$ cat config.mk
export PLATFORM = sky130hd
export DESIGN_NAME = number_to_ascii_formatter
export DESIGN_NICKNAME = d
export VERILOG_FILES = /design/src/design/n2a_pkg.sv /design/src/design/n2a_digit.sv /design/src/design/n2a_ctrl.sv /design/src/design/number_to_ascii_formatter.sv
export SDC_FILE = /design/constraint.sdc
export NUM_CORES = 1
export LEC_CHECK = 0
export ABC_CLOCK_PERIOD_IN_PS = 14160
export BUFFER_PORTS_ARGS = -buffer_cell sky130_fd_sc_hd__buf_2
export CAP_MARGIN = 10
export CELL_PAD_IN_SITES_DETAIL_PLACEMENT = 1
export CELL_PAD_IN_SITES_GLOBAL_PLACEMENT = 1
export CORE_AREA = 2 2 110 155
export DETAILED_ROUTE_END_ITERATION = 6
export DIE_AREA = 0 0 112 157
export GPL_ROUTABILITY_DRIVEN = 1
export PLACE_DENSITY_LB_ADDON = 0.15
export RECOVER_POWER = 25
export SYNTH_ARGS = -nofsm -noshare
export SYNTH_HDL_FRONTEND = slang
export SYNTH_SLANG_ARGS = --single-unit
$ cat constraint.sdc
create_clock -name clk -period 14.16 [get_ports clk]
set_input_delay 2.832 -clock clk [delete_from_list [all_inputs] [get_ports clk]]
set_output_delay 2.832 -clock clk [all_outputs]
set_load 0.01 [all_outputs]
$ cat src/design/n2a_pkg.sv
`default_nettype none

package n2a_pkg;

  localparam logic [2:0] ACT_UDEC5 = 3'd0;
  localparam logic [2:0] ACT_UDEC3 = 3'd1;
  localparam logic [2:0] ACT_SDEC6 = 3'd2;
  localparam logic [2:0] ACT_SDEC5 = 3'd3;
  localparam logic [2:0] ACT_HEX2  = 3'd4;
  localparam logic [2:0] ACT_HEX3  = 3'd5;

  localparam logic [7:0] CH_ZERO       = 8'd48;
  localparam logic [7:0] CH_NINE       = 8'd57;
  localparam logic [7:0] CH_MINUS      = 8'd45;
  localparam logic [7:0] CH_X          = 8'd120;
  localparam logic [7:0] HEX_ALPHA_OFS = 8'd39;

  localparam logic [15:0] UDEC3_MAX = 16'd9999;
  localparam logic [15:0] HEX2_MAX  = 16'd255;
  localparam logic [15:0] HEX3_LIM  = 16'd4096;

  typedef enum logic [1:0] {
    KIND_SIGN = 2'd0,
    KIND_DEC  = 2'd1,
    KIND_HEX  = 2'd2
  } kind_t;

  typedef struct packed {
    logic [2:0]  action;
    logic [15:0] value;
  } cmd_t;

  typedef struct packed {
    logic [7:0] character;
    logic       last;
  } result_t;

  // per-cycle character job handed from the sequencer to the output stage
  typedef struct packed {
    logic       fire;
    logic       emit;
    logic       last;
    kind_t      kind;
    logic       neg;
    logic       over;
    logic [3:0] digit;
  } step_ctl_t;

endpackage

`default_nettype wire

$ cat src/design/n2a_digit.sv
`default_nettype none

module n2a_digit (
  input  logic [16:0] rem,
  input  logic [2:0]  pos,
  output logic [3:0]  digit,
  output logic [16:0] rem_next
);
  import n2a_pkg::*;

  logic [16:0] pow;
  logic [16:0] mult;
  logic [16:0] sub;

  // rem < 10 * pow holds on entry, so the digit is the largest multiple that fits
  always_comb begin
    case (pos)
      3'd0:    pow = 17'd10000;
      3'd1:    pow = 17'd1000;
      3'd2:    pow = 17'd100;
      3'd3:    pow = 17'd10;
      default: pow = 17'd1;
    endcase
    digit = 4'd0;
    sub   = 17'd0;
    mult  = 17'd0;
    for (int d = 1; d < 10; d++) begin
      mult = pow * 17'(d);
      if (rem >= mult) begin
        digit = 4'(d);
        sub   = mult;
      end
    end
    rem_next = rem - sub;
  end

endmodule

`default_nettype wire

$ cat src/design/n2a_ctrl.sv
`default_nettype none

module n2a_ctrl (
  input  logic               clk,
  input  logic               rst,
  input  logic               start,
  input  n2a_pkg::cmd_t      cmd,
  output logic               busy,
  output n2a_pkg::step_ctl_t ctl
);
  import n2a_pkg::*;

  logic        active;
  logic [2:0]  step;
  logic [2:0]  act;
  logic [16:0] rem;
  logic        neg;
  logic        over;

  logic        accept;
  logic        act_ok;
  logic        cmd_neg;
  logic        cmd_over;
  logic [16:0] cmd_mag;
  logic [2:0]  last_step;
  logic        step_last;
  logic        is_signed;
  logic [2:0]  pos;
  logic        div_en;
  logic [3:0]  digit;
  logic [16:0] rem_next;
  logic [1:0]  nib;
  logic [15:0] hex_val;
  logic [3:0]  nibble;

  n2a_digit u_digit (
    .rem      (rem),
    .pos      (pos),
    .digit    (digit),
    .rem_next (rem_next)
  );

  // incoming command decode
  always_comb begin
    act_ok  = (cmd.action <= ACT_HEX3);
    cmd_neg = ((cmd.action == ACT_SDEC6) || (cmd.action == ACT_SDEC5)) && cmd.value[15];
    cmd_mag = cmd_neg ? (17'h10000 - {1'b0, cmd.value}) : {1'b0, cmd.value};
    unique case (cmd.action)
      ACT_UDEC3: cmd_over = (cmd.value > UDEC3_MAX);
      ACT_HEX2:  cmd_over = (cmd.value > HEX2_MAX);
      ACT_HEX3:  cmd_over = (cmd.value >= HEX3_LIM);
      default:   cmd_over = 1'b0;
    endcase
  end

  // current step decode
  always_comb begin
    unique case (act)
      ACT_UDEC5: last_step = 3'd4;
      ACT_UDEC3: last_step = 3'd4;
      ACT_SDEC6: last_step = 3'd5;
      ACT_SDEC5: last_step = 3'd4;
      ACT_HEX2:  last_step = 3'd1;
      default:   last_step = 3'd2;
    endcase
    step_last = (step == last_step);
    busy      = active && !step_last;
    accept    = start && !busy;
    is_signed = (act == ACT_SDEC6) || (act == ACT_SDEC5);

    // sdec6 spends step 0 on the sign without dividing; sdec5 drops the
    // ten-thousands digit during its sign step
    pos    = (act == ACT_SDEC6) ? (step - 3'd1) : step;
    div_en = (act <= ACT_SDEC5) && !((act == ACT_SDEC6) && (step == 3'd0));

    nib     = (act == ACT_HEX2) ? 2'(3'd1 - step) : 2'(3'd2 - step);
    hex_val = rem[15:0];
    nibble  = hex_val[{nib, 2'b00} +: 4];

    ctl.fire = active;
    ctl.last = step_last;
    ctl.emit = !((act == ACT_UDEC3) && (step < 3'd2));
    ctl.neg  = neg;
    ctl.over = over;
    if (act >= ACT_HEX2) begin
      ctl.kind  = KIND_HEX;
      ctl.digit = nibble;
    end else if (is_signed && (step == 3'd0)) begin
      ctl.kind  = KIND_SIGN;
      ctl.digit = digit;
    end else begin
      ctl.kind  = KIND_DEC;
      ctl.digit = digit;
    end
  end

  always_ff @(posedge clk) begin
    if (rst) begin
      active <= 1'b0;
      step   <= 3'd0;
    end else if (accept) begin
      active <= act_ok;
      step   <= 3'd0;
    end else if (active) begin
      if (step_last) begin
        active <= 1'b0;
      end
      step <= step + 3'd1;
    end
  end

  always_ff @(posedge clk) begin
    if (accept) begin
      act  <= cmd.action;
      rem  <= cmd_mag;
      neg  <= cmd_neg;
      over <= cmd_over;
    end else if (active && div_en) begin
      rem <= rem_next;
    end
  end

`ifndef SYNTHESIS
  a_accept_starts : assert property (@(posedge clk) disable iff (rst)
    (accept && act_ok) |=> (active && (step == 3'd0)))
    else $error("accepted command did not start at step zero");

  a_step_advance : assert property (@(posedge clk) disable iff (rst)
    (active && !step_last) |=> (active && (step == 3'($past(step) + 3'd1))))
    else $error("step sequence broke mid transaction");

  a_step_bound : assert property (@(posedge clk) disable iff (rst)
    active |-> (step <= last_step))
    else $error("step ran past the final character");
`endif

endmodule

`default_nettype wire

$ cat src/design/number_to_ascii_formatter.sv
`default_nettype none

// Formats a 16-bit value as ASCII text, one character per cycle.
// Command channel: cmd (action, value) is taken on a rising edge with start
// high and busy low. Actions 6 and 7 are taken and produce nothing.
// Result channel: result (character, last) is valid for exactly one cycle
// while strobe is high; last marks the final character of a transaction.
// The receiver cannot stall, so characters leave back to back.
// The accepting edge loads the sequencer; each character is then decoded
// from the sequencer step and registered onto the result ports with strobe.
// Throughput: one character per cycle, apart from the silent steps in which
// udec3 drops its two high digits. A transaction gives six characters for
// sdec6, five for udec5 and sdec5, three for udec3 and hex3 and two for hex2.
// The decimal digit extractor handles one digit position per cycle.
// busy drops on the final step, so the next command is taken while the
// last character of the previous one is being registered.
// Reset: synchronous; clears the sequencer and the strobe, any transaction
// in flight is dropped.

module number_to_ascii_formatter (
  input  logic             clk,
  input  logic             rst,
  input  logic             start,
  input  n2a_pkg::cmd_t    cmd,
  output logic             busy,
  output logic             strobe,
  output n2a_pkg::result_t result
);
  import n2a_pkg::*;

  step_ctl_t  ctl;
  logic [7:0] ch;
  logic [7:0] dec_ch;
  logic [7:0] hex_ch;

  n2a_ctrl u_ctrl (
    .clk   (clk),
    .rst   (rst),
    .start (start),
    .cmd   (cmd),
    .busy  (busy),
    .ctl   (ctl)
  );

  always_comb begin
    dec_ch = CH_ZERO + {4'd0, ctl.digit};
    hex_ch = dec_ch;
    if (dec_ch > CH_NINE) begin
      hex_ch = dec_ch + HEX_ALPHA_OFS;
    end
    case (ctl.kind)
      KIND_SIGN: ch = ctl.neg ? CH_MINUS : CH_ZERO;
      KIND_DEC:  ch = ctl.over ? CH_X : dec_ch;
      KIND_HEX:  ch = ctl.over ? CH_X : hex_ch;
      default:   ch = CH_X;
    endcase
  end

  always_ff @(posedge clk) begin
    if (rst) begin
      strobe <= 1'b0;
    end else begin
      strobe <= ctl.fire && ctl.emit;
    end
  end

  always_ff @(posedge clk) begin
    if (ctl.fire && ctl.emit) begin
      result.character <= ch;
      result.last      <= ctl.last;
    end
  end

`ifndef SYNTHESIS
  a_chars_contiguous : assert property (@(posedge clk) disable iff (rst)
    (strobe && !result.last) |=> strobe)
    else $error("gap inside a transaction's characters");

  a_text_continues : assert property (@(posedge clk) disable iff (rst)
    (strobe && !result.last) |-> ctl.fire)
    else $error("sequencer idle before the final character");
`endif

endmodule

`default_nettype wire
==> Yosys cells after proc, flatten, opt, wreduce, memory -nomap -nowiden <==
Index checks and enable logic that the tools add are counted.
{ "totals": {"register_bits": 36, "inputBits": 22, "word_cells": 114} }
{ "classes": {"addsub": 8, "mul": 5, "order_cmp": 17, "n_eq_ne": 15, "shift": 1, "mux": 37, "reduce_logical": 22} }
{ "ops": {"columns": ["op", "count"], "rows": [
  ["two-way mux 17 bit", 12],
  ["greater-or-equal comparator 17 bit", 9],
  ["one-hot mux 14 bit (4 select lines)", 1],
  ["two-way mux 4 bit", 9],
  ["multiplier 17 x 3 -> 17 bit, second input constant", 2],
  ["one-hot mux 8 bit (3 select lines)", 1],
  ["equality test 3 x 2 -> 1 bit, second input constant", 6],
  ["multiplier 17 x 2 -> 16 bit, second input constant", 1],
  ["multiplier 17 x 2 -> 17 bit, second input constant", 1],
  ["multiplier 17 x 4 -> 17 bit, second input constant", 1],
  ["subtractor 17 x 16 -> 17 bit, first input constant", 1],
  ["subtractor 17 bit", 1],
  ["greater-or-equal comparator 16 x 13 -> 1 bit, second input constant", 1],
  ["greater-than comparator 16 x 14 -> 1 bit, second input constant", 1],
  ["greater-than comparator 16 x 8 -> 1 bit, second input constant", 1],
  ["two-way mux 8 bit", 2],
  ["indexed part select 16 x 5 -> 4 bit", 1],
  ["equality test 3 x 1 -> 1 bit, second input constant", 3],
  ["equality test 3 bit, second input constant", 3],
  ["logical AND 1 bit", 9],
  ["logical NOT 3 bit", 3],
  ["one-hot mux 3 bit (3 select lines)", 1],
  ["adder 7 x 6 -> 8 bit, second input constant", 1],
  ["adder 6 x 4 -> 7 bit, first input constant", 1],
  ["24 further kinds", 33]
]} }

==> Depth between registers and ports, before layout <==
Gate-level depths: netlist of run 1.
{ "depth": {"word_depth": 20, "mapped_depth": 41, "depth_no_buf": 38} }

==> By module <==
Synthesis of run 1 repeated with hierarchy kept, for this count alone.
{ "unflattened": {"hier_cells": 1006, "hier_area_um2": 8032.7} }
{ "by_module_without_submodules": {"columns": ["mod", "instances", "cells_each", "area_per_inst_um2", "seq_area_each_um2"], "rows": [
  ["n2a_digit", 1, 756, 5582.9, 0.0],
  ["n2a_ctrl", 1, 191, 1891.8, 740.7],
  ["number_to_ascii_formatter", 1, 59, 558.0, 260.2]
]} }

==> Worst setup path before layout of run 1 <==
OpenSTA, ideal clock, no wires.
{ "synth_timing": {"path_type": "register to register", "from": "register u_ctrl.step[1]", "to": "register u_ctrl.rem[16] (data pin)", "setup_ps": 273, "arrival_time_ps": 8494, "slack_ps": 5394, "path_stages_with_launch": 39, "path_buffers": 1, "period_less_slack_ps": 8766, "cell_sequence": "dfxtp_1 > clkbuf_1 > inv_1 > ha_1 > or4_1 > and2_4 > ha_1 > nand2_1 > nand2_1 > fa_1 > inv_1 > ha_1 > a21o_1 > a21oi_1 > o21bai_1 > a21o_1 > o2bb2ai_1 > a21oi_1 > [... 3 more ...] > o21ai_0 > a221o_1 > a221oi_2 > inv_1 > a211o_1 > a31oi_1 > nor2_1 > ha_1 > fa_1 > nor2b_1 > o31ai_1 > a21oi_1 > a41o_1 > nor4_1 > o41a_1 > o21ai_0 > xnor2_1 > nor2_1"} }
{ "synth_between": {"elab_chain_cells": 17} }
{ "synth_rtl": {"columns": ["item", "line", "text"], "rows": [
  ["start: declaration", "n2a_ctrl.sv:14", "logic [2:0] step;"],
  ["start signal: assignment", "n2a_ctrl.sv:108", "step <= step + 3'd1;"],
  ["parallel branches: the longest is 16 deep, another holds multiplier 17 x 2 -> 17 bit", null, null],
  ["two-way mux 17 bit *", "n2a_ctrl.sv:113", "if (accept) begin"],
  ["end signal: assignment", "n2a_ctrl.sv:115", "rem <= cmd_mag;"],
  ["end signal: assignment", "n2a_ctrl.sv:119", "rem <= rem_next;"],
  ["end: declaration", "n2a_ctrl.sv:16", "logic [16:0] rem;"]
]} }
Every way passes the cells marked *. The select of a mux whose other input is x is not followed.
A chain may end at the register's enable or synchronous reset.

==> Final worst setup path of run 1 <==
{ "layout_timing": {"from": "register u_ctrl.step[0]", "to": "register u_ctrl.rem[16] (data pin)"} }
The elaborated chain is that of the path after synthesis.

==> out/metrics.cfg, run 1 <==
[synthesis]
synth_top_flop_cell = edfxtp_1
ys_seq_elements = 35
synth_top_area_cell = ha_1
synth.avg_cell_area_sq_um = 7.99
seq_area_frac_synth_pct = 12.6
yosys.cell_types.count = 94
synth_edf_count = 30
ys_warn_count = 0
synth_top_area_share_pct = 25.3
syn-cell-area_sq_um = 7960
synthCells = 996
synth_area_leaders = ha_1 25%, edfxtp_1 11%, a21oi_1 5.9%
synthArstFlopShare_pct = 0

[detailed_routing]
wire_per_inst_um = 24.5
postRouteAntennaNets = 0
drt_iter0_drc = 460
vias = 8115
drcViolationCount = 0
drt-vias-per-instance = 6.67
dr.pass1.iters = 5
postRouteWirelength_um = 29800

[cts]
clock_path_buffers = 2
cts_tree = yes
cts_resized = 0
h-tree-depth = 2
clock_latency_ns = 0.28
clkSlewWorstSetupHoldPaths_ns = 0.06
post_cts_buffers = 0
ctsRootBufferMaster = clkbuf_16
cts-buffers-inserted = 5
cts.sinks = 35
hold_buffers = 0

[sta]
rsz0062_at_grt = false
hold_violations = 0
slew_violations = 42
worstMarginPinSlew_ns = 1.68
holdWs_ns = 0.653
period_minus_slack_ns = 10.94
finalCritPeriodShare_pct = 77.2
max_freq_ghz = 0.0914
fin_skew_ns = 0.00731
relSlewSlack_pct = -12.3
finalSetupViolCount = 0
fin_tns_setup_ns = 0
layout_setup_ws_ns = 3.22

[die]
num_rows = 55
die_w_um = 112
start_util_pct = 49.4
die_y_um = 157
ioPinCount = 33
fp.coreArea_sq_um = 16100
dieArea_sq_um = 17600

[placement]
dpl.hpwl_um = 23900
gp_congestion = 1.02
io_buffers = 31
place_ws_ns = 3.51

[final_layout]
layout.nets = 1209
layout_commonest_cell = ha_1
antenna_cells = 0
seqCellArea_sq_um = 1000
drive_gt1_share_pct = 7.86
multi_input_comb_area_sq_um = 6580
syn_to_final_growth_pct = 6.54
nFillCells = 2050
fin_util_pct = 52.7
final_cell_mix = 161 x ha_1, 94 x a21oi_1, 82 x nor2_1, 67 x nand2_1, 65 x o21ai_0

[job]
cap_violations = 1

[critical_path]
crit_slowest_cell = dfxtp_1
criticalPathCategory = flip-flop to flip-flop
cp-start-kind = flip-flop
cp_slowest_stage_delay_ns = 0.72
cpMostUsedCell = inv_1
required_ns = 14.13
arrival_ns = 10.91
r2r_setup_slack_ns = 3.22
critPathCaptureType = flip-flop
worst-path-max-fanout = 17

[global_routing]
grt_pass1_wl_um = 46400
grt_max_degree = 42
antenna_found_initial = 0
grt_usage_pct = 33.6
grt_pass1_vias = 8614
gr-total-overflow = 0

[power]
power.total_w = 0.00217
leakage_nw = 3.75
powerDensity_nw_per_um2 = 255
vdd_drop_max_mv = 0.162

[outcome]
violations = max-capacitance violations, max-slew violations
status = finished with violations

[worst_hold_path]
hold_path.class = flip-flop to flip-flop

## synth_stat cells, types with 5 or more instances
| cell | count |
|---|---|
| inv_1 | 63 |
| o211ai_1 | 7 |
| fa_1 | 9 |
| and2_1 | 7 |
| dfxtp_1 | 5 |
| mux4_2 | 5 |
| xor2_1 | 24 |
| a31oi_1 | 12 |
| or3_1 | 7 |
| a211o_1 | 7 |
| a21oi_1 | 94 |
| clkbuf_1 | 25 |
| o221ai_1 | 5 |
| mux2i_1 | 5 |
| nand2_1 | 67 |
| ha_1 | 161 |
| edfxtp_1 | 30 |
| nor4_1 | 12 |
| a311oi_1 | 6 |
| nand4_1 | 16 |
| nor2b_1 | 9 |
| nand4b_1 | 5 |
| nand3_1 | 24 |
| o21bai_1 | 6 |
| and3_1 | 10 |
| a211oi_1 | 13 |
| o21ai_0 | 65 |
| xnor2_1 | 33 |
| nand2b_1 | 14 |
| nor2_1 | 82 |
| nor3_1 | 24 |
| o21a_1 | 6 |
| a21o_1 | 17 |
| o31ai_1 | 11 |
| a31o_2 | 5 |
## layer usage
metal / track usage (%) / wire (um)
met1: 36.4 / 11200
met2: 61.3 / 14900
met3: 2.81 / 1280
met4: 24.6 / 2360
met5: 0 / 0
## where the power goes
part,switching [W],internal [W]
registers,0.000118,0.000175
logic,0.00106,0.000686
clock network,0.0000434,0.0000830
## path summary, 6_finish.rpt
path	from	endpoint	cells after the start
setup / recovery	u_ctrl.step[0]$_SDFFE_PP0P_	u_ctrl.rem[16]$_DFFE_PP_	39
hold / removal	u_ctrl.neg$_DFFE_PP_	result[3]$_DFFE_PP_	2
setup reg to reg	u_ctrl.step[0]$_SDFFE_PP0P_	u_ctrl.rem[16]$_DFFE_PP_	39
hold reg to reg	u_ctrl.neg$_DFFE_PP_	result[3]$_DFFE_PP_	2
## critical path, delay by kind of cell, from the launching register on
kind            cells  cell delay (ns)
simple gates        7             1.31
flops               1             0.72
compound gates     17             3.93
buf+inv             7             1.87
fa+ha+maj           6             2.41
xor+xnor            2             0.36
## stage by stage
step           std cells  instance area (sq um)
6_report            1217                   8480
5_1_grt             1217                   8480
4_1_cts             1217                   8490
3_5_place_dp        1209                   8320
3_3_place_gp        1209                   8320
2_1_floorplan       1000                   7970
## flip-flops by register name, summed over array words and instances (netlist names)
register and count:
u_ctrl.neg 1, strobe 1, u_ctrl.active 1, u_ctrl.act 3, u_ctrl.step 3, u_ctrl.over 1, result 8, u_ctrl.rem 17
## area by class of cell
cell class / instances / share of cell area (%)
clock inverters: 3 / 0.516
repair buffers: 40 / 2.52
flip-flops and latches: 35 / 11.8
clock buffers: 5 / 1.48
inverters: 67 / 3.13
multi-input cells: 868 / 77.6
well taps: 199 / 2.94
## kinds of logic after synthesis
family | Yosys count | share of synthesized area, %
xor gates and xnor gates | 57 | 6.27
DFF | 35 | 12.6
buffers and inverters | 97 | 4.92
muxes | 12 | 2.33
adders and majority gates | 170 | 27.6
other | 2 | 0.0944
AOI/OAI and AO/OA | 317 | 26.6
and+or+nand+nor | 306 | 19.6
No activity file was read; power rests on OpenSTA's default activity.
==> run 2: changes to the inputs <==
--- a/config.mk
+++ b/config.mk
@@ -5,14 +5,14 @@
 export SDC_FILE = /design/constraint.sdc
 export NUM_CORES = 1
 export LEC_CHECK = 0
-export ABC_CLOCK_PERIOD_IN_PS = 14160
+export ABC_CLOCK_PERIOD_IN_PS = 11000
 export BUFFER_PORTS_ARGS = -buffer_cell sky130_fd_sc_hd__buf_2
 export CAP_MARGIN = 10
 export CELL_PAD_IN_SITES_DETAIL_PLACEMENT = 1
 export CELL_PAD_IN_SITES_GLOBAL_PLACEMENT = 1
-export CORE_AREA = 2 2 110 155
+export CORE_AREA = 2 2 111 156
 export DETAILED_ROUTE_END_ITERATION = 6
-export DIE_AREA = 0 0 112 157
+export DIE_AREA = 0 0 113 158
 export GPL_ROUTABILITY_DRIVEN = 1
 export PLACE_DENSITY_LB_ADDON = 0.15
 export RECOVER_POWER = 25
==> constraint.sdc (replaced) <==
create_clock -name clk -period 11 [get_ports clk]
set_input_delay 2.2 -clock clk [delete_from_list [all_inputs] [get_ports clk]]
set_output_delay 2.2 -clock clk [all_outputs]
set_load 0.01 [all_outputs]
==> run 2 against run 1 <==
  * Clock power up 48%
  * The flow still finishes with violations (max-capacitance violations, max-slew violations)
  * Clock skew hardly changed
  * Largest cell class unchanged
  * Count of clock-buffer cells in the layout unchanged
  * Non-clock buffer count up 9
  * First-iteration DRC count is 6.3% lower
  * Power rose by 34%
  * Via count about the same
  * Setup slack lost 2.5 ns
  * Largest power group unchanged
==> out/metrics.cfg, run 2 (synthesis gave the netlist of run 1 again) <==
[critical_path]
setup.worst_path.end = u_ctrl.rem[16]$_DFFE_PP_
worst-path-max-fanout = 13
worstSetupStartpoint = u_ctrl.step[0]$_SDFFE_PP0P_
cpMostUsedCell = ha_1
cp-start-kind = flip-flop
arrival_ns = 10.26
crit_slowest_cell = and3_1
criticalPathCategory = flip-flop to flip-flop
regToRegEndpoint = u_ctrl.rem[16]$_DFFE_PP_
cp_slowest_stage_delay_ns = 0.56
r2r_start = u_ctrl.step[0]$_SDFFE_PP0P_
reg2reg_depth = 37
r2r_setup_slack_ns = 0.71
critPathCaptureType = flip-flop
required_ns = 10.98

[sta]
fin_tns_setup_ns = 0
slew_violations = 42
fin_skew_ns = 0.00714
layout_setup_ws_ns = 0.712
hold_violations = 0
period_minus_slack_ns = 10.29
max_freq_ghz = 0.0972
finalSetupViolCount = 0
worstMarginPinSlew_ns = 1.71
relSlewSlack_pct = -14.0
finalCritPeriodShare_pct = 93.5
rsz0062_at_grt = false

[cts]
clkSlewWorstSetupHoldPaths_ns = 0.06
clock_path_buffers = 2
clock_latency_ns = 0.29
cts.sinks = 35
cts_tree = yes
ctsRootBufferMaster = clkbuf_16
cts-buffers-inserted = 5
post_cts_buffers = 0
h-tree-depth = 2

[die]
die_w_um = 113
fp.coreArea_sq_um = 16500
dieArea_sq_um = 17900
num_rows = 56
die_y_um = 158
start_util_pct = 48.1
ioPinCount = 33

[global_routing]
grt_pass1_wl_um = 48300
grt_usage_pct = 35.4
gr-total-overflow = 0
antenna_found_initial = 1
grt_max_degree = 42
grt_pass1_vias = 8394

[power]
vdd_drop_max_mv = 0.240
leakage_nw = 3.79
power_frac_seq_pct = 13.2
power.share.clock_pct = 6.4
p_int_w = 0.00126
combPwrFrac_pct = 80.3
powerDensity_nw_per_um2 = 339
power.switching_w = 0.00165
swShare_pct = 56.8

[placement]
dp.cells = 1222
io_buffers = 31
place_ws_ns = 0.864
place_area_sq_um = 8390
dpl.hpwl_um = 25400
gp_congestion = 1.07

[final_layout]
top_regs = u_ctrl.rem (17), result (8)
regMostFlops = u_ctrl.rem
nFillCells = 2102
final_area_sq_um = 8580
drive_gt1_share_pct = 8.67
layout.nets = 1218
final_cell_mix = 161 x ha_1, 94 x a21oi_1, 82 x nor2_1, 67 x nand2_1, 65 x o21ai_0
layout_commonest_cell = ha_1
largest_reg_flops = 17
stdcell_count = 1231
syn_to_final_growth_pct = 7.75

[detailed_routing]
wire_per_inst_um = 25.6
drt_iter0_drc = 431
dr.pass1.iters = 5
postRouteAntennaNets = 0
postRouteWirelength_um = 31500
vias = 8121
drcViolationCount = 0
drt-vias-per-instance = 6.60

[worst_hold_path]
hold_path.class = flip-flop to flip-flop
hold_start = u_ctrl.active$_SDFF_PP0_

[outcome]
status = finished with violations
violations = max-capacitance violations, max-slew violations

[job]
cap_violations = 1

[run 2: final cells by class]
class	instances	area (sq um)	share of cell area, %
well taps	203	254	2.96
diodes	1	2.50	0.0292
repair buffers	49	278	3.24
multi-input cells	868	6580	76.7
inverters	67	265	3.09
clock inverters	3	67.6	0.788
flip-flops and latches	35	1000	11.7
clock buffers	5	125	1.46
[run 2: what timing repair did]
action / 4_1_cts / 5_1_grt
gates resized for setup: 0 / 1
hold buffers: 0 / 0
setup endpoints to repair: 0 / 1
[run 2: stage by stage]
step	hold WS [ns]	total power [W]	utilization [%]
final	0.628	0.00290	51.9
after global routing	0.702	0.00313	51.8
after CTS	0.641	0.00286	51.9
after detailed placement	0.632	0.00264	50.7
after global placement	0.632	0.00261	50.7
after floorplan	0.551	0.00191	-
[run 2: worst max-delay path, delay by kind of cell (launching register included)]
kind                     cells  cell delay, ns
AO/OA/AOI/OAI               12            2.49
XOR/XNOR                     3            0.95
adder cells (fa/ha/maj)      6            2.02
buffers and inverters        4            0.91
flip-flops                   1            0.53
AND/OR/NAND/NOR             12            3.05
[run 2: routing by layer]
| metal | wire (um) | vias up | track usage [%] | share of wire [%] |
|---|---|---|---|---|
| met4 | 2660 | 0 | 25.7 | 8.5 |
| met5 | 0 | - | 0 | 0 |
| met1 | 12000 | 3888 | 38.9 | 38 |
| met3 | 1530 | 123 | 4.13 | 4.9 |
| met2 | 15300 | 278 | 62.8 | 49 |
| li1 | - | 3832 | - | - |
[run 2: worst min-delay path by stage]
stage / endpoint / slack [ns] / depth (start not counted)
3_3_place_gp: result[3]$_DFFE_PP_ / 0.63 / 2
4_1_cts: u_ctrl.active$_SDFF_PP0_ / 0.64 / 2
2_1_floorplan: result[3]$_DFFE_PP_ / 0.55 / 2
5_1_grt: u_ctrl.active$_SDFF_PP0_ / 0.70 / 2
6_report: u_ctrl.active$_SDFF_PP0_ / 0.63 / 2
3_5_place_dp: u_ctrl.active$_SDFF_PP0_ / 0.63 / 2
[run 2: power groups by stage]
stage | Combinational [W] | Clock, W | Sequential (W)
after floorplan | 0.00162 | 0 | 0.000293
after global placement | 0.00223 | 0 | 0.000379
after detailed placement | 0.00226 | 0 | 0.000380
after CTS | 0.00229 | 0.000190 | 0.000378
after global routing | 0.00255 | 0.000193 | 0.000385
final | 0.00233 | 0.000187 | 0.000384
==> run 3: changes to the inputs <==
--- a/config.mk
+++ b/config.mk
@@ -15,7 +15,6 @@
 export DIE_AREA = 0 0 113 158
 export GPL_ROUTABILITY_DRIVEN = 1
 export PLACE_DENSITY_LB_ADDON = 0.15
-export RECOVER_POWER = 25
 export SYNTH_ARGS = -nofsm -noshare
 export SYNTH_HDL_FRONTEND = slang
 export SYNTH_SLANG_ARGS = --single-unit
==> run 3 against run 2 <==
  * The flow now finishes without violations
  * Critical path depth unchanged
  * Sequential power about the same
  * Combinational power is essentially flat
  * Final cell count unchanged
  * Largest power group unchanged
  * Sequential cell count is the same
  * Power is 0.16% higher
==> out/metrics.cfg, run 3 (synthesis gave the netlist of run 1 again) <==
[critical_path]
required_ns = 11.03
criticalPathCategory = flip-flop to flip-flop
worst-path-max-fanout = 13
cp-start-kind = flip-flop
crit_family = simple AND/OR/NAND/NOR gates
critPathCaptureType = flip-flop
cp_slowest_stage_delay_ns = 0.56
crit_slowest_cell = and3_1
crit_buf_inv = 4
cpMostUsedCell = ha_1
arrival_ns = 10.23

[cts]
ctsRootBufferMaster = clkbuf_16
hold_buffers = 0
cts-buffers-inserted = 5
cts_tree = yes
clock_path_buffers = 2
h-tree-depth = 2
clock_latency_ns = 0.29
clkSlewWorstSetupHoldPaths_ns = 0.06
cts.sinks = 35
post_cts_buffers = 0
cts_resized = 0

[detailed_routing]
vias = 8147
drcViolationCount = 0
drt-vias-per-instance = 6.62
wire_per_inst_um = 25.6
postRouteWirelength_um = 31500
drt_iter0_drc = 474
postRouteAntennaNets = 0
dr.pass1.iters = 5

[power]
power.total_w = 0.00291
vdd_drop_max_mv = 0.241
powerDensity_nw_per_um2 = 339
leakage_nw = 3.81

[worst_hold_path]
hold_path.class = flip-flop to flip-flop

[sta]
hold_violations = 0
finalSetupViolCount = 0
holdWs_ns = 0.627
slew_violations = 0
relSlewSlack_pct = 29.3
period_minus_slack_ns = 10.20
worstMarginPinSlew_ns = 1.06
fin_tns_setup_ns = 0
finalCritPeriodShare_pct = 92.8
fin_skew_ns = 0.00681
rsz0062_at_grt = false
max_freq_ghz = 0.0980

[global_routing]
antenna_found_initial = 1
grt_pass1_vias = 8394
grt_pass1_wl_um = 48300
gr-total-overflow = 0
grt_max_degree = 42
grt_usage_pct = 35.4

[job]
cap_violations = 0

[final_layout]
layout.nets = 1218
seqCellArea_sq_um = 1000
largest_reg_flops = 17
syn_to_final_growth_pct = 7.91
layout_commonest_cell = ha_1
drive_gt1_share_pct = 9.25
regMostFlops = u_ctrl.rem
top_regs = u_ctrl.rem (17), result (8)
final_cell_mix = 161 x ha_1, 94 x a21oi_1, 82 x nor2_1, 67 x nand2_1, 65 x o21ai_0
final_area_sq_um = 8590
nFillCells = 2100
multi_input_comb_area_sq_um = 6580

[placement]
place_area_sq_um = 8390
io_buffers = 31
dpl.hpwl_um = 25400
gp_congestion = 1.07

[die]
ioPinCount = 33
dieArea_sq_um = 17900
die_y_um = 158
fp.coreArea_sq_um = 16500
start_util_pct = 48.1
die_w_um = 113
num_rows = 56

[outcome]
status = finished, final reports clean

run 3: through the flow:
step,worst slack [ns],utilization (%),instances
2_1_floorplan,2.23,-,1000
3_3_place_gp,0.978,50.7,1222
3_5_place_dp,0.864,50.7,1222
4_1_cts,0.722,51.9,1230
5_1_grt,0.243,51.9,1230
6_report,0.797,51.9,1231
run 3: final cells by class:
class / count / share of cell area, %
repair buffers: 49 / 3.38
inverters: 67 / 3.09
well taps: 203 / 2.96
clock buffers: 5 / 1.46
clock inverters: 3 / 0.787
flip-flops and latches: 35 / 11.7
diodes: 1 / 0.0291
multi-input cells: 868 / 76.6
run 3: layer usage:
| layer | vias to the layer above | wire length, um | track usage [%] |
|---|---|---|---|
| li1 | 3833 | - | - |
| met2 | 271 | 15300 | 62.8 |
| met5 | - | 0 | 0 |
| met3 | 122 | 1390 | 4.13 |
| met4 | 0 | 2680 | 25.7 |
| met1 | 3921 | 12100 | 38.9 |
run 3: final timing paths:
check                                   start                        to  slack, ns  depth (start not counted)
hold / removal       u_ctrl.active$_SDFF_PP0_  u_ctrl.active$_SDFF_PP0_       0.63                          2
hold reg to reg      u_ctrl.active$_SDFF_PP0_  u_ctrl.active$_SDFF_PP0_       0.63                          2
setup reg to reg  u_ctrl.step[0]$_SDFFE_PP0P_  u_ctrl.rem[16]$_DFFE_PP_       0.80                         37
setup / recovery  u_ctrl.step[0]$_SDFFE_PP0P_  u_ctrl.rem[16]$_DFFE_PP_       0.80                         37
run 3: report_power, final:
part,switching (W),internal (W),total [W]
combinational,0.00144,0.000901,0.00234
sequential,0.000159,0.000225,0.000384
clock,0.0000574,0.000130,0.000187
total,0.00165,0.00126,0.00291
run 3: worst register-to-register path: cells and delay by family, from the launching register on:
kind	cells	cell delay [ns]
simple gates	12	3.07
compound gates	12	2.48
fa+ha+maj	6	2.02
xor+xnor	3	0.94
buf+inv	4	0.91
flops	1	0.53
